$ cat config.mk
export PLATFORM = sky130hd
export DESIGN_NAME = uart_packet_deframer_core
export DESIGN_NICKNAME = d
export VERILOG_FILES = /design/src/upd_pkg.sv /design/src/uart_packet_deframer_core.sv /design/src/upd_parser.sv /design/src/upd_result_buf.sv
export SDC_FILE = /design/constraint.sdc
export NUM_CORES = 1
export LEC_CHECK = 0
export BUFFER_PORTS_ARGS = -buffer_cell sky130_fd_sc_hd__buf_4
export CORE_ASPECT_RATIO = 0.9
export CORE_MARGIN = 2
export CORE_UTILIZATION = 45
export CTS_BUF_LIST = sky130_fd_sc_hd__clkbuf_8
export DETAILED_ROUTE_END_ITERATION = 6
export GPL_TIMING_DRIVEN = 0
export PLACE_DENSITY = 0.75
export SLEW_MARGIN = 20
export SYNTH_ARGS = -nofsm -noshare
export SYNTH_HDL_FRONTEND = slang
export SYNTH_SLANG_ARGS = --single-unit
export TNS_END_PERCENT = 20
$ cat constraint.sdc
create_clock -name clk -period 3.9 [get_ports clk]
set_input_delay 0.195 -clock clk [delete_from_list [all_inputs] [get_ports clk]]
set_output_delay 0.195 -clock clk [all_outputs]
set_load 0.02 [all_outputs]
$ cat src/upd_pkg.sv
// Shared codes, types and constants of the packet deframer.
package upd_pkg;

  localparam logic [7:0] MAGIC_BYTE = 8'h25;

  localparam logic [15:0] MAX_BODY_LEN_RESET = 16'd256;

  localparam logic [2:0] PH_HUNT    = 3'd0;
  localparam logic [2:0] PH_TYPE    = 3'd1;
  localparam logic [2:0] PH_LEN_LO  = 3'd2;
  localparam logic [2:0] PH_LEN_HI  = 3'd3;
  localparam logic [2:0] PH_BODY    = 3'd4;
  localparam logic [2:0] PH_DISCARD = 3'd5;

  typedef logic [1:0] event_t;

  localparam event_t EV_ACK    = 2'd0;
  localparam event_t EV_BYTE   = 2'd1;
  localparam event_t EV_ACCEPT = 2'd2;
  localparam event_t EV_REJECT = 2'd3;

  // Framing state carried from one byte to the next.
  typedef struct packed {
    logic [2:0]  phase;
    logic [7:0]  held_type;
    logic [15:0] body_length;
    logic [15:0] bytes_seen;
  } frame_state_t;

  // Up to three results caused by one byte. Data, index and length are
  // shared by the slots and only shown for the event codes that carry them.
  typedef struct packed {
    logic [1:0]       count;
    event_t [2:0]     ev;
    logic [7:0]       cmd;
    logic [7:0]       data;
    logic [15:0]      index;
    logic [15:0]      length;
  } bundle_t;

endpackage

$ cat src/uart_packet_deframer_core.sv
// Top level of the length-prefixed packet deframer for received serial bytes.
//
// The block takes one received byte per request and hunts for the magic byte
// 0x25, then reads a type byte and a 16-bit little-endian body length. It
// reports an acknowledgement request after the header; a body no longer than
// max_body_len is passed through with each byte's index and followed by an
// acknowledgement request and an accepted report, while a longer body yields
// one acknowledgement request per discarded byte and a rejected report after
// the last one. A zero length completes the packet with the header. Each
// input byte causes zero to three result requests, and the final one of them
// carries last. A byte's results occupy the single result register until the
// final one is handed out, so bytes are taken at one byte per cycle only while
// each byte causes at most one result and out_stall stays low; a byte with more
// results holds back the bytes behind it. An input register in front lets a
// new byte be taken while results are still waiting to be collected. The
// capacity register is compared only when a header completes, so a write
// affects the next packet; cfg_ready is always high.
module uart_packet_deframer_core import upd_pkg::*; (
  input  logic        clk,
  input  logic        rst,
  input  logic        cfg_valid,
  output logic        cfg_ready,
  input  logic [15:0] cfg_data,
  input  logic        in_valid,
  output logic        in_stall,
  input  logic [7:0]  rx_byte,
  output logic        out_valid,
  input  logic        out_stall,
  output logic [1:0]  event_res,
  output logic [7:0]  cmd_type,
  output logic [7:0]  data_byte,
  output logic [15:0] byte_index,
  output logic [15:0] packet_length,
  output logic        last
);

  logic [15:0]  max_body_len;
  logic         in_reg_valid;
  logic [7:0]   in_reg_byte;
  frame_state_t st;
  frame_state_t st_next;
  bundle_t      bundle;
  logic         free;
  logic         advance;
  logic         in_accept;

  // The configuration port never pushes back.
  assign cfg_ready = 1'b1;

  always_ff @(posedge clk) begin
    if (rst) begin
      max_body_len <= MAX_BODY_LEN_RESET;
    end else if (cfg_valid && cfg_ready) begin
      max_body_len <= cfg_data;
    end
  end

  // The held byte moves on when the result register is empty or hands out
  // its final result in this cycle; otherwise the input side is stalled.
  assign advance   = in_reg_valid && free;
  assign in_stall  = in_reg_valid && !free;
  assign in_accept = in_valid && !in_stall;

  always_ff @(posedge clk) begin
    if (rst) begin
      in_reg_valid <= 1'b0;
    end else if (in_accept) begin
      in_reg_valid <= 1'b1;
    end else if (advance) begin
      in_reg_valid <= 1'b0;
    end
  end

  always_ff @(posedge clk) begin
    if (in_accept) begin
      in_reg_byte <= rx_byte;
    end
  end

  upd_parser u_parser (
    .st           (st),
    .rx_byte      (in_reg_byte),
    .max_body_len (max_body_len),
    .st_next      (st_next),
    .bundle       (bundle)
  );

  // Framing state advances exactly when the held byte is processed.
  always_ff @(posedge clk) begin
    if (rst) begin
      st.phase       <= PH_HUNT;
      st.held_type   <= 8'h00;
      st.body_length <= 16'd0;
      st.bytes_seen  <= 16'd0;
    end else if (advance) begin
      st <= st_next;
    end
  end

  upd_result_buf u_result_buf (
    .clk           (clk),
    .rst           (rst),
    .load          (advance),
    .bundle_in     (bundle),
    .free          (free),
    .out_valid     (out_valid),
    .out_stall     (out_stall),
    .event_res     (event_res),
    .cmd_type      (cmd_type),
    .data_byte     (data_byte),
    .byte_index    (byte_index),
    .packet_length (packet_length),
    .last          (last)
  );

`ifndef NO_ASSERTIONS
  a_stall_needs_results: assert property (@(posedge clk) disable iff (rst)
    in_stall |-> out_valid)
    else $error("input stalled with no results pending");

  a_report_is_last: assert property (@(posedge clk) disable iff (rst)
    (out_valid && (event_res == EV_ACCEPT || event_res == EV_REJECT)) |-> last)
    else $error("packet report is not the final result of its byte");

  a_quiet_fields: assert property (@(posedge clk) disable iff (rst)
    (out_valid && event_res != EV_BYTE) |-> (data_byte == 8'h00 && byte_index == 16'd0))
    else $error("body fields shown on a non-body result");

  a_hunt_exit: assert property (@(posedge clk) disable iff (rst)
    (advance && st.phase == PH_HUNT) |=> (st.phase == PH_HUNT || st.phase == PH_TYPE))
    else $error("left hunting other than to the type byte");
`endif

endmodule

$ cat src/upd_parser.sv
// Framing decision for one received byte: next state and the results it causes.
module upd_parser import upd_pkg::*; (
  input  frame_state_t st,
  input  logic [7:0]   rx_byte,
  input  logic [15:0]  max_body_len,
  output frame_state_t st_next,
  output bundle_t      bundle
);

  logic [15:0] len_full;
  logic [15:0] seen_inc;

  assign len_full = {rx_byte, st.body_length[7:0]};
  assign seen_inc = st.bytes_seen + 16'd1;

  always_comb begin
    st_next       = st;
    bundle.count  = 2'd0;
    bundle.ev     = {EV_ACK, EV_ACK, EV_ACK};
    bundle.cmd    = st.held_type;
    bundle.data   = rx_byte;
    bundle.index  = st.bytes_seen;
    bundle.length = st.body_length;
    case (st.phase)
      PH_TYPE: begin
        st_next.held_type = rx_byte;
        st_next.phase     = PH_LEN_LO;
      end
      PH_LEN_LO: begin
        st_next.body_length = {8'h00, rx_byte};
        st_next.phase       = PH_LEN_HI;
      end
      PH_LEN_HI: begin
        st_next.body_length = len_full;
        st_next.bytes_seen  = 16'd0;
        bundle.length       = len_full;
        bundle.count        = 2'd1;
        bundle.ev[0]        = EV_ACK;
        if (len_full == 16'd0) begin
          bundle.count  = 2'd2;
          bundle.ev[1]  = EV_ACCEPT;
          st_next.phase = PH_HUNT;
        end else if (len_full > max_body_len) begin
          st_next.phase = PH_DISCARD;
        end else begin
          st_next.phase = PH_BODY;
        end
      end
      PH_BODY: begin
        st_next.bytes_seen = seen_inc;
        bundle.count       = 2'd1;
        bundle.ev[0]       = EV_BYTE;
        if (seen_inc == st.body_length) begin
          bundle.count  = 2'd3;
          bundle.ev[1]  = EV_ACK;
          bundle.ev[2]  = EV_ACCEPT;
          st_next.phase = PH_HUNT;
        end
      end
      PH_DISCARD: begin
        st_next.bytes_seen = seen_inc;
        bundle.count       = 2'd1;
        bundle.ev[0]       = EV_ACK;
        if (seen_inc == st.body_length) begin
          bundle.count  = 2'd2;
          bundle.ev[1]  = EV_REJECT;
          st_next.phase = PH_HUNT;
        end
      end
      default: begin
        st_next.phase = (rx_byte == MAGIC_BYTE) ? PH_TYPE : PH_HUNT;
      end
    endcase
  end

endmodule

$ cat src/upd_result_buf.sv
// Result register that holds one byte's results and hands them out one at a time.
module upd_result_buf import upd_pkg::*; (
  input  logic         clk,
  input  logic         rst,
  input  logic         load,
  input  bundle_t      bundle_in,
  output logic         free,
  output logic         out_valid,
  input  logic         out_stall,
  output logic [1:0]   event_res,
  output logic [7:0]   cmd_type,
  output logic [7:0]   data_byte,
  output logic [15:0]  byte_index,
  output logic [15:0]  packet_length,
  output logic         last
);

  logic    busy;
  logic [1:0] pos;
  bundle_t held;
  event_t  cur_ev;
  logic    fire;
  logic    done_now;

  assign cur_ev   = held.ev[pos];
  assign last     = (pos == held.count - 2'd1);
  assign fire     = busy && !out_stall;
  assign done_now = fire && last;
  assign free     = !busy || done_now;

  assign out_valid     = busy;
  assign event_res     = cur_ev;
  assign cmd_type      = held.cmd;
  assign data_byte     = (cur_ev == EV_BYTE) ? held.data : 8'h00;
  assign byte_index    = (cur_ev == EV_BYTE) ? held.index : 16'd0;
  assign packet_length = (cur_ev == EV_ACCEPT || cur_ev == EV_REJECT) ? held.length : 16'd0;

  always_ff @(posedge clk) begin
    if (rst) begin
      busy <= 1'b0;
      pos  <= 2'd0;
    end else if (load && bundle_in.count != 2'd0) begin
      busy <= 1'b1;
      pos  <= 2'd0;
    end else if (done_now) begin
      busy <= 1'b0;
      pos  <= 2'd0;
    end else if (fire) begin
      pos <= pos + 2'd1;
    end
  end

  always_ff @(posedge clk) begin
    if (load) begin
      held <= bundle_in;
    end
  end

`ifndef NO_ASSERTIONS
  a_pos_in_range: assert property (@(posedge clk) disable iff (rst)
    busy |-> (pos < held.count))
    else $error("result position beyond result count");

  a_load_only_when_free: assert property (@(posedge clk) disable iff (rst)
    (load && bundle_in.count != 2'd0) |-> free)
    else $error("new results loaded over pending results");

  a_stalled_hold: assert property (@(posedge clk) disable iff (rst)
    (busy && out_stall) |=> (busy && $stable(pos)))
    else $error("pending result moved while stalled");
`endif

endmodule

Yosys cells after proc, flatten, opt, wreduce, memory -nomap -nowiden
Index checks and enable logic that the tools add are counted.
{"block": "word_totals", "out_inout_bits": 54, "inputBits": 29, "reg_bits": 127}
{"block": "op_classes", "n_eq_ne": 12, "bitwise_logic": 1, "add_sub_neg": 3, "mux": 24, "magnitude_cmp": 2, "n_reduce_logical": 25}
{"operator": "$pmux 16 s2", "count": 2}
{"operator": "$mux 16", "count": 3}
{"operator": "$add 16x1->16 const B", "count": 1}
{"operator": "$eq 16x16->1", "count": 1}
{"operator": "$gt 16x16->1", "count": 1}
{"operator": "$logic_not 16->1", "count": 1}
{"operator": "$pmux 3 s4", "count": 1}
{"operator": "$pmux 4 s3", "count": 1}
{"operator": "$mux 2", "count": 5}
{"operator": "$reduce_bool 2->1", "count": 5}
{"operator": "$eq 8x6->1 const B", "count": 1}
{"operator": "$mux 8", "count": 1}
{"operator": "$reduce_and 2->1", "count": 4}
{"operator": "$eq 3x2->1 const B", "count": 2}
{"operator": "$eq 3x3->1 const B", "count": 2}
{"operator": "$logic_and 1x1->1", "count": 6}
{"operator": "$mux 1", "count": 6}
{"operator": "$mux 3", "count": 2}
{"operator": "$mux 6", "count": 1}
{"operator": "$pmux 2 s3", "count": 1}
{"operator": "$bmux 2 s2", "count": 1}
{"operator": "$eq 2x2->1 const B", "count": 2}
{"operator": "$logic_not 1->1", "count": 4}
{"operator": "$eq 3x1->1 const B", "count": 1}
{"operator": "11 further kinds", "count": 12}

Longest topological paths before layout
Gate-level depths: netlist of run 1.
{"block": "logic_depth", "ltp_word": 9, "ltp_mapped": 10, "mapped_depth_nobuf": 9}

Hierarchy
From an unflattened synthesis of run 1, not the netlist that was laid out.
{"block": "unflattened", "cells_unflattened": 745, "hier_area_um2": 7641.1}
{"module": "uart_packet_deframer_core", "seq_area_each_um2": 1441.4, "area_each_um2": 3103.0, "n_inst": 1, "cells_per_inst": 264}
{"module": "upd_result_buf", "seq_area_each_um2": 1741.7, "area_each_um2": 2361.0, "n_inst": 1, "cells_per_inst": 140}
{"module": "upd_parser", "seq_area_each_um2": 0.0, "area_each_um2": 2177.1, "n_inst": 1, "cells_per_inst": 341}

Worst setup path after synthesis of run 1
OpenSTA, ideal clock, no wires.
{"block": "synth_timing", "path_type": "register -> register", "start": "register u_result_buf.held[55] (netlist name)", "end": "register, netlist name st[16]", "required_ps": 3772, "t_arrival_ps": 3566, "path_slack_ps": 207, "stages_incl_launch_ff": 9, "n_path_buf": 0, "setup_time_ps": 128, "cell_sequence": "edfxtp_1 > xnor2_1 > mux2i_1 > a21bo_2 > nand2_1 > inv_1 > nand3_1 > mux2i_1 > nor2_1"}
{"block": "synth_via", "elab_chain_len": 6}
{"item": "from (decl)", "line_no": "upd_result_buf.sv:20", "source": "bundle_t held;"}
{"item": "from (signal assigned)", "line_no": "upd_result_buf.sv:55", "source": "held <= bundle_in;"}
{"item": "$sub 2x1->2", "line_no": "upd_result_buf.sv:26", "source": "assign last = (pos == held.count - 2'd1);"}
{"item": "$eq 2x2->1", "line_no": "upd_result_buf.sv:26"}
{"item": "named net last", "line_no": "uart_packet_deframer_core.sv:34", "source": "output logic last"}
{"item": "$logic_and 1x1->1", "line_no": "upd_result_buf.sv:28", "source": "assign done_now = fire && last;"}
{"item": "$logic_or 1x1->1", "line_no": "upd_result_buf.sv:29", "source": "assign free = !busy || done_now;"}
{"item": "$logic_and 1x1->1", "line_no": "uart_packet_deframer_core.sv:60", "source": "assign advance = in_reg_valid && free;"}
{"item": "named net advance", "line_no": "uart_packet_deframer_core.sv:44", "source": "logic advance;"}
{"item": "$reduce_and 3->1 (no line)"}
The timed path passes the listed nets, and every way through them passes these cells.
A chain may end at the register's enable or synchronous reset.

Worst setup path in the final report of run 1
{"block": "layout_timing", "start": "register u_result_buf.pos[0]", "end": "output port data_byte[6]"}
{"block": "layout_via", "elab_chain_len": 4}
{"item": "from (decl)", "line_no": "upd_result_buf.sv:19", "source": "logic [1:0] pos;"}
{"item": "from (signal assigned)", "line_no": "upd_result_buf.sv:49", "source": "pos <= pos + 2'd1;"}
{"item": "$bmux 2 s2", "line_no": "upd_result_buf.sv:25", "source": "assign cur_ev = held.ev[pos];"}
{"item": "$mux 2 (implied by the code)", "line_no": "upd_result_buf.sv:25"}
{"item": "$eq 2x1->1", "line_no": "upd_result_buf.sv:34", "source": "assign data_byte = (cur_ev == EV_BYTE) ? held.data : 8'h00;"}
{"item": "$mux 8", "line_no": "upd_result_buf.sv:34"}
{"item": "to (decl)", "line_no": "uart_packet_deframer_core.sv:31", "source": "output logic [7:0] data_byte,"}
No other way between the ends. The select of a mux whose other input is x is not followed.

==> results of run 1 <==
repair_timing:
| item | 4_1_cts | 5_1_grt |
|---|---|---|
| buffers inserted | 0 | 0 |
| hold endpoints to repair | 24 | 0 |
| hold buffers | 24 | 0 |
| gates resized for setup | 0 | 0 |
through the flow:
step	TNS, ps	utilization, %	power (µW)	hold WS, ps	std cells
floorplan	0	-	1560	294	551
global placement	-4220	52.3	1630	374	794
detailed placement	0	52.4	1640	374	795
CTS	0	57.7	2870	1.20	851
global route	0	57.7	2950	13.7	851
finish	0	57.7	2850	7.72	851
area by class of cell:
| class | instances | area, µm² |
|---|---|---|
| fill | 1068 | 5360 |
| clock inverter | 15 | 198 |
| inverter | 24 | 90.1 |
| buffer | 34 | 168 |
| multi-input combinational | 368 | 2450 |
| sequential | 125 | 3120 |
| tap | 164 | 205 |
| timing repair buffer | 104 | 853 |
| clock buffer | 17 | 234 |
report_power, final:
group / total [µW] / switching [µW] / leakage (µW) / internal [µW]
registers: 1440 / 22.8 / 0.00110 / 1410
clock network: 1230 / 532 / 0.000219 / 695
logic: 190 / 98.8 / 0.00175 / 91.0
state kept, by name, summed over array words and instances (netlist names):
register and cells:
in_reg_byte 8, in_reg_valid 1, max_body_len 16, st 43, u_result_buf.cmd_type 8, u_result_buf.held 46
u_result_buf.out_valid 1, u_result_buf.pos 2
worst max-delay path, cell delays in order (launching register included):
cell	delay, ps
dfxtp_1	300
clkbuf_1	170
nor2b_1	180
nand2_1	70
o21ai_1	220
nor3_1	730
clkbuf_1	430
and2_1	230
buf_4	150
layer usage:
layer	global-route usage [%]	vias to the layer above	wire, µm
li1	-	2191	-
met1	26.7	2136	5950
met2	33.0	114	6450
met3	6.25	20	814
met4	6.97	0	244
met5	0	-	0
how the worst max path moves through the flow:
stage / slack (ps) / from / cells past startpoint / to
finish: 780 / u_result_buf.pos[0] / 8 / data_byte[6]
global route: 480 / u_result_buf.pos[0] / 8 / data_byte[6]
CTS: 680 / u_result_buf.pos[0] / 8 / data_byte[6]
global placement: -380 / u_result_buf.pos[1] / 8 / st[23]
floorplan: 210 / u_result_buf.held[55] / 8 / st[16]
detailed placement: 890 / u_result_buf.pos[0] / 9 / st[21]
cell usage after synthesis, types with 2 or more instances:
cell type and n:
nor2_1 67, dfxtp_1 63, edfxtp_1 62, and2_1 41, mux2i_1 35, inv_1 24, nand2_1 23, o21ai_0 21
a21oi_1 20, clkbuf_1 19, xnor2_1 19, ha_1 17, nand3_1 14, nor3_1 13, a22oi_1 9, buf_4 9
nor2b_1 9, mux2_2 8, a311oi_1 6, nand2b_1 6, xor2_1 6, nand3b_1 5, nand4_1 5, nor4_1 5
buf_2 4, o21a_1 3, or3_1 3, or4_1 3, a211oi_1 2, a21o_1 2, and3_1 2, and4_1 2
o21ai_1 2
cell families (layout without fill, tap and decap cells):
family / Yosys count / in the layout / share of synthesized area (%)
and+or+nand+nor: 205 / 205 / 18.6
DFF: 125 / 125 / 53.5
AOI/OAI and AO/OA: 77 / 77 / 8.43
buffers and inverters: 58 / 194 / 4.42
muxes: 43 / 43 / 7.55
xor gates and xnor gates: 25 / 25 / 3.75
adders and majority gates: 17 / 17 / 3.64
other: 1 / 1 / 0.0643
==> metrics.md, run 1 <==
| Metric | Value |
|---|---|
| Clock skew | between 15 and 20 ps |
| Worst Hold Class | in2reg |
| Type of the worst setup path | reg2out |
| Root Buffer | clkbuf_8 |
| RR Endpoint | st[21] |
| Die area | 13900 µm² |
| Drt pass-1 iters | 4 |
| Iteration-0 DRC Markers | roughly 300 |
| Nets | 720 |
| CP Data Required Time | 3700 ps |
| Post-Syn Area per Cell | 10.6 µm² |
| Vias in the first global route | approximately 4300 |
| Worst VDD drop | 0.000409 V |
| N_diodes | 0 |
| LEAKAGE | between 0.003 and 0.004 µW |
| HPWL Detailed | 9.41 mm |
| EDFF count, synth | 62 |
| Routed WL per cell | 15.8 µm |
| Initial antenna violation count | 0 |
| Initial core utilization | 46.0% |
| Finish-stage setup viols | 0 |
| Pre-CTS WS | 885 ps |
| Post-route cell area | 7330 µm² |
| Syn nets | between 500 and 600 |
| Worst-path clk slew | 70 ps |
| Distinct cells, synth | between 50 and 60 |
| Hold Startpoint | cfg_data[11] |
| H-tree lvl count | 4 |
| Placed Area | 6650 µm² |
| Syn Inst Count | 551 |
| Top cells by area, synth | edfxtp_1 (32%), dfxtp_1 (22%), mux2i_1 (6.0%) |
| Total congestion overflow | 0 |
| Sequential share of the synthesized area | 53.5% |
| Yosys warns | 0 |
| Hold Fails Final Rpt | 0 |
| Vias/cell | 5.24 |
| Worst rel slew slack | between 30% and 40% |
| Post-synthesis cell area | 5840 µm² |
| Row count | 39 |
| Final ANT Viol Nets | 0 |
| Most common cell after layout, fill and taps aside | buf_4 |
| Final Slew Violations | 0 |
| WHS Path Cells | 3 |
| Crit end category | primary output |
| Post-synth ARST share | 0% |
| First-pass GRT wire length | 21.6 mm |
| # clock sinks | around 130 |
| CTS tree | yes |
| Largest net degree at the start of global routing | 31 |
| Pwr/cell area | 390 nW/µm² |
| Final wirelength | 13.5 mm |
| Post-layout minimum cycle time | 3120 ps |
| Measured slew at the worst slew-check pin | 945 ps |
| Port-buffer cells | 79 |
| Worst-path maximum fanout | 10 |
| Crit share post-route | 79.9% |
| DRC | 0 |
| Share of cells above drive strength 1 | 20.4% |
| Hold Path Sink | max_body_len[11] |
| WP data arrival | 2920 ps |
| Worst R2R Start | u_result_buf.pos[1] |
| Cells on worst reg2reg path | 8 |
| Critical Path Source Type | register |
| Die height | approximately 110 µm |
| Peak Freq | 0.321 GHz |
| RSZ-0062 raised after global routing | no |
| CTS Buf Count | 17 |
| Gr usage total | around 20% |
| Yosys top cell area share | 31.9% |
| Most frequent cells in the layout | buf_4 (88), nor2_1 (67), dfxtp_1 (63), edfxtp_1 (62), and2_1 (41) |
| Synth area leader | edfxtp_1 |
| Placer Congestion | 0.890 |
| Overall die width | 124 µm |
| Final setup margin | 784 ps |
| Maxcap violations | 0 |
| Outcome | completed |
| Flops & latches, synth | 125 |
| Area growth, synth to finish | 25.5% |
| Clk Latency, worst-skew pair | 460 ps |
| Via count of the routed design | about 4500 |
| Dominant synthesized flop cell | dfxtp_1 |
| Slack of the worst reg-to-reg path | 920 ps |
| Top-level I/O count | 83 |
| Placeable Area | 12700 µm² |
| Max Buffers Root-to-Sink | 2 |
Note: power is estimated with default switching activity, not from simulation.
==> run 2: changes to the inputs <==
Settings changed: PLACE_DENSITY 0.75 to 0.78.
Clock period 3.9 ns to 2.5 ns, I/O delays scaled along.
==> run 2 against run 1 <==
Against the previous run: cell count is 1.3% higher; total power up 61%; combinational power up 65%; highest routed layer unchanged; register-to-register slack lost 820 ps.
==> metrics.md, run 2 (synthesis results as in run 1) <==
| Metric | Value |
|---|---|
| Top-level I/O count | 83 (unchanged) |
| Total congestion overflow | 0 (unchanged) |
| Final wirelength | 14.7 mm (+9.4%) |
| HPWL Detailed | 9.68 mm (+2.9%) |
| Worst-path maximum fanout | 9 (-1) |
| Peak Freq | between 0.4 and 0.5 GHz |
| Crit end category | register |
| Biggest register | u_result_buf.held |
| Type of the worst setup path | reg2reg |
| Crit share post-route | 96.0% |
| # clock sinks | 125 (unchanged) |
| Multi-input gate area | 2640 µm² (+7.5%) |
| Largest register FFs | 46 (unchanged) |
| First-pass GRT wire length | 22.5 mm (+3.8%) |
| Initial antenna violation count | 0 (unchanged) |
| LEAKAGE | 0.00320 µW (+4.1%) |
| Die area | 13900 µm² (unchanged) |
| Most common cell after layout, fill and taps aside | buf_4 |
| Share of cells above drive strength 1 | 26.9% (+6.6 points) |
| Vias in the first global route | 4287 (-0.79%) |
| Most frequent cells in the layout | buf_4 (98), nor2_1 (65), edfxtp_1 (62), dfxtp_1 (56), and2_1 (41) |
| Worst rel slew slack | 53.4% (+16 points) |
| Final Slew Violations | 0 (unchanged) |
| WP data arrival | 2590 ps (-330 ps) |
| Grt met1 use | 28.5% (+1.9 points) |
| Final ANT Viol Nets | 0 (unchanged) |
| Finish-stage setup viols | 0 (unchanged) |
| Measured slew at the worst slew-check pin | 698 ps (-247 ps) |
| Die height | 112 µm (unchanged) |
| CP Data Required Time | 2690 ps (-1010 ps) |
| Placeable Area | 12700 µm² (unchanged) |
| Maxcap violations | 0 (unchanged) |
| Row count | 39 (unchanged) |
| Port-buffer cells | 79 (unchanged) |
| Overall die width | 124 µm (unchanged) |
| Worst VDD drop | 0.000597 V (+46%) |
| Initial core utilization | 46.0% (unchanged) |
| CTS tree | yes |
| Clock skew | 11.1 ps (-4.84 ps) |
| DRC | 0 (unchanged) |
| Pwr/cell area | 600 nW/µm² (+54%) |
| Worst-path clk slew | 70 ps (about the same) |
| N_diodes | 0 (unchanged) |
| Area occupied by registers | 3140 µm² (+0.44%) |
| Final TNS setup | 0 ps (unchanged) |
| Gr usage total | 21.7% (+1.1 points) |
| Clk Latency, worst-skew pair | 450 ps (about the same) |
| Max Buffers Root-to-Sink | 2 (unchanged) |
| Nets | 731 (+1.5%) |
| Finished Core Util | 60.4% (+2.6 points) |
| Met3 Resource Use GR | 6.30% (+0.051 points) |
| Placer Congestion | 0.890 (unchanged) |
| Outcome | completed |
| Area growth, synth to finish | 31.2% |
| Global routing's busiest layer | met2 |
| Iteration-0 DRC Markers | 291 (-3.3%) |
| Vias/cell | 5.26 (+0.43%) |
| H-tree lvl count | 4 (unchanged) |
| Post-layout minimum cycle time | roughly 2400 ps |
| Largest regs | u_result_buf.held: 46 flops, st: 43 flops, max_body_len: 16 flops |
| Critical Path Source Type | register |
| Hold Fails Final Rpt | 0 (unchanged) |
| Root Buffer | clkbuf_8 |
| CTS Buf Count | 17 (unchanged) |
| Routed WL per cell | 17.1 µm (+8.0%) |
| Via count of the routed design | 4538 (+1.7%) |
| Final Total Pwr | 4590 µW (+61%) |
| Worst Hold Class | in2reg |
| Drt pass-1 iters | 4 (unchanged) |
| Filler instances | 1023 (-4.2%) |
| Largest net degree at the start of global routing | 30 (-3.2%) |
| Grt met2 use | 34.7% (+1.7 points) |
==> run 2: cell types whose count changed in the layout (fill, tap and decap cells not counted), sizes merged <==
| cell | previous run | this run |
|---|---|---|
| dlygate4sd3 | 24 | 25 |
| inv | 28 | 24 |
| bufinv | 4 | 5 |
| clkinvlp | 2 | 4 |
| clkbuf | 37 | 39 |
| clkinv | 5 | 7 |
| buf | 94 | 101 |
==> run 2: layout make-up <==
class                           count  area share (%)
Multi-Input combinational cell    368            34.5
Tap cell                          164            2.68
Clock inverter                     14            2.81
Timing Repair Buffer              113            11.9
Sequential cell                   125            41.0
Timing Repair inverter              2           0.196
Inverter                           24            1.23
Clock buffer                       18            3.24
Buffer                             34            2.52
==> run 2: routing by layer <==
metal / vias to the layer above / wire, µm
li1: 2218 / -
met1: 2170 / 6260
met2: 132 / 7200
met3: 18 / 1090
met4: 0 / 189
met5: - / 0
==> run 2: final timing paths <==
check                               start  cells after the start                  endpoint  slack (ps)
worst max-delay path                st[2]                      8     u_result_buf.held[54]         100
worst min-delay path            out_stall                      5       u_result_buf.pos[1]         140
worst max register to register      st[2]                      8     u_result_buf.held[54]         100
worst min register to register     st[38]                      0  u_result_buf.cmd_type[6]         430
==> run 2: stage by stage <==
step	hold slack [ps]	worst slack (ps)	cells	area [µm²]
5_1_grt	147	-17.7	862	7660
6_report	143	100	862	7660
3_3_place_gp	303	-604	794	6680
2_1_floorplan	224	-118	551	5880
4_1_cts	132	-8.17	856	7500
3_5_place_dp	304	-742	794	6680
==> run 2: worst max-delay path: stages (launching register included) <==
cell and delay [ps]:
dfxtp_1 350, clkbuf_4 200, nand4_4 220, nor3_4 310, xnor2_1 180, or3_1 420
nor3_4 250, a21o_1 160, nand2_1 60
==> run 2: where the power goes <==
group	internal [µW]	switching [µW]	total, µW
clock	1210	824	2040
sequential	2200	38.6	2240
combinational	147	166	313
==> run 2: repair_timing <==
item                       CTS  global route
hold buffers                25             0
setup endpoints to repair  114            80
pin swaps                    2             7
gates cloned                 2             0
setup buffers                3             6
resized for setup           21            34
hold endpoints to repair    25             0
==> run 3: changes to the inputs <==
Settings changed: CORE_UTILIZATION 45 to 25, PLACE_DENSITY 0.78 to 0.53.
==> run 3 against run 2 <==
Against the previous run: non-clock buffer count is 7 lower; first-iteration DRC count decreased by 12%; register-to-register slack worse by 60 ps; flip-flop and latch count unchanged; hold slack got worse by 20 ps; total power fell by 8.5%; routed wire length grew 2.9%; largest power group unchanged.
==> metrics.md, run 3 (synthesis results as in run 1) <==
| Metric | Value |
|---|---|
| Outcome | completed |
| Post-route cell area | 7610 µm² (-0.57%) |
| Largest regs | u_result_buf.held: 46 flops, st: 43 flops, max_body_len: 16 flops |
| Crit share post-route | 98.4% (+2.4 points) |
| Largest register FFs | 46 (unchanged) |
| Pwr/cell area | 552 nW/µm² (-8.0%) |
| Crit end category | register |
| CTS Buf Count | 17 (unchanged) |
| H-tree lvl count | 4 (unchanged) |
| # clock sinks | 125 (unchanged) |
| Critical Path Source Type | register |
| Placed Area | 6910 µm² (+3.4%) |
| Peak Freq | 0.406 GHz (-2.5%) |
| Largest net degree at the start of global routing | 27 (-10%) |
| Post-layout minimum cycle time | 2460 ps (+61.2 ps) |
| Highest-delay cell along the critical path | nor3_2 |
| Max Buffers Root-to-Sink | 2 (unchanged) |
| Most frequent cells in the layout | buf_4 (92), nor2_1 (66), edfxtp_1 (62), dfxtp_1 (55), and2_1 (41) |
| Measured slew at the worst slew-check pin | 817 ps (+119 ps) |
| LEAKAGE | 0.00309 µW (-3.5%) |
| CTS tree | yes |
| Root Buffer | clkbuf_8 |
| Routed WL per cell | 15.3 µm (-11%) |
| WHS Path Cells | 5 (unchanged) |
| RR Endpoint | u_result_buf.held[54] |
| Crit-path max cell delay | 440 ps (+20 ps) |
| Final TNS setup | 0 ps (unchanged) |
| Hold Fails Final Rpt | 0 (unchanged) |
| WP data arrival | 2660 ps (+70 ps) |
| Port-buffer cells | 79 (unchanged) |
| Nets | 722 (-1.2%) |
| Hold Startpoint | out_stall |
| Final wirelength | 15.2 mm (+2.9%) |
| Placer Congestion | 0.803 (-9.9%) |
| Finished Core Util | 32.9% (-27 points) |
| Initial antenna violation count | 0 (unchanged) |
| Drt pass-1 iters | 5 (+1) |
| Worst rel slew slack | 45.5% (-7.9 points) |
| Die height | 149 µm (+33%) |
| Worst path cell trace | buf_2, nand4_2, nor3_2, xnor2_1, or3_1, nor3_4, a21o_1, nand2_1 |
| Final Slew Violations | 0 (unchanged) |
| Worst-path maximum fanout | 9 (unchanged) |
| Clk Latency, worst-skew pair | 450 ps (about the same) |
| Most common cell after layout, fill and taps aside | buf_4 |
| Slack of the worst reg-to-reg path | 40 ps (-60 ps) |
| HPWL Detailed | 10.8 mm (+12%) |
| Worst VDD drop | 0.000322 V (-46%) |
| Finish-stage setup viols | 0 (unchanged) |
| Top-level I/O count | 83 (unchanged) |
| Vias in the first global route | 4155 (-3.1%) |
| Die area | 24600 µm² (+77%) |
| Clock skew | 11.0 ps (-0.118 ps) |
| Type of the worst setup path | reg2reg |
| Row count | 53 (+36%) |
| Via count of the routed design | 4414 (-2.7%) |
| Overall die width | 165 µm (+33%) |
| Final ANT Viol Nets | 0 (unchanged) |
| Worst R2R Start | st[2] |
| Gr usage total | 12.9% (-8.8 points) |
| Iteration-0 DRC Markers | 256 (-12%) |
| Placeable Area | 23100 µm² (+82%) |
| Biggest register | u_result_buf.held |
| Hold Path Sink | u_result_buf.pos[1] |
| Worst Hold Class | in2reg |
| Share of cells above drive strength 1 | 24.7% (-2.3 points) |
| Cells on worst reg2reg path | 8 (unchanged) |
| DRC | 0 (unchanged) |
| RSZ-0062 raised after global routing | yes |
| Worst-path clk slew | 80 ps (about the same) |
| Vias/cell | 4.45 (-15%) |
| Area growth, synth to finish | 30.5% |
| N_diodes | 0 (unchanged) |
| Initial core utilization | 25.2% (-21 points) |
| First-pass GRT wire length | 23.4 mm (+4.2%) |
| Total congestion overflow | 0 (unchanged) |
| Maxcap violations | 0 (unchanged) |
| CP Data Required Time | 2700 ps (about the same) |
[run 3: cell count changes in the layout (fill, tap and decap cells not counted), moves of 3 or more]
cell	previous run	this run
nand3_1	8	11
clkbuf_4	5	0
bufinv_16	5	1
buf_4	98	92
nand3_2	5	2
nor3_4	5	2
[run 3: how the worst max path moves through the flow]
| stage | from | to | slack [ps] |
|---|---|---|---|
| after floorplan | u_result_buf.held[55] | st[16] | -120 |
| after global placement | u_result_buf.held[55] | st[11] | -880 |
| after detailed placement | st[0] | u_result_buf.held[54] | -410 |
| after CTS | u_result_buf.pos[1] | st[25] | -10 |
| after global routing | st[2] | u_result_buf.held[54] | -100 |
| final | st[2] | u_result_buf.held[54] | 40 |
[run 3: through the flow]
stage | instances | power [µW] | hold WS [ps] | setup slack (ps)
floorplan | 551 | 2440 | 224 | -118
global placement | 932 | 2560 | 303 | -876
detailed placement | 934 | 2570 | 304 | -406
CTS | 992 | 4250 | 105 | -14.8
global route | 991 | 4380 | 139 | -104
finish | 991 | 4200 | 123 | 39.0
[run 3: critical path: cells and delay by family, from the launching register on]
kind	cells	cell delay [ps]
simple gates	5	1380
flops	1	330
buf+inv	1	190
xor+xnor	1	160
compound gates	1	140
[run 3: cell type report]
type	count	area [µm²]
Timing Repair Buffer	110	921
Fill cell	2369	15500
Clock buffer	19	262
Inverter	24	93.8
Tap cell	302	378
Sequential cell	125	3140
Clock inverter	13	101
Buffer	30	158
Multi-Input combinational cell	368	2560
[run 3: routing by layer]
metal  up-vias  routed length, µm  GRT usage (%)
met5         -                  0              0
met4         0                122           2.74
met3        13               1010           4.11
met2       137               6950           20.3
met1      2063               7060           17.4
li1       2201                  -              -
[run 3: report_power, final]
part	internal (µW)	total (µW)	switching, µW	leakage (µW)
logic	153	314	160	0.00180
clock network	820	1640	824	0.000187
registers	2200	2240	39.7	0.00110
total	3180	4200	1020	0.00309
[run 3: repair_timing]
action	in CTS	in global routing
setup endpoints to repair	68	80
pin swaps	2	1
gates resized for setup	13	15
endpoints found under the hold margin	25	0
hold buffers	25	0
buffers inserted	4	0
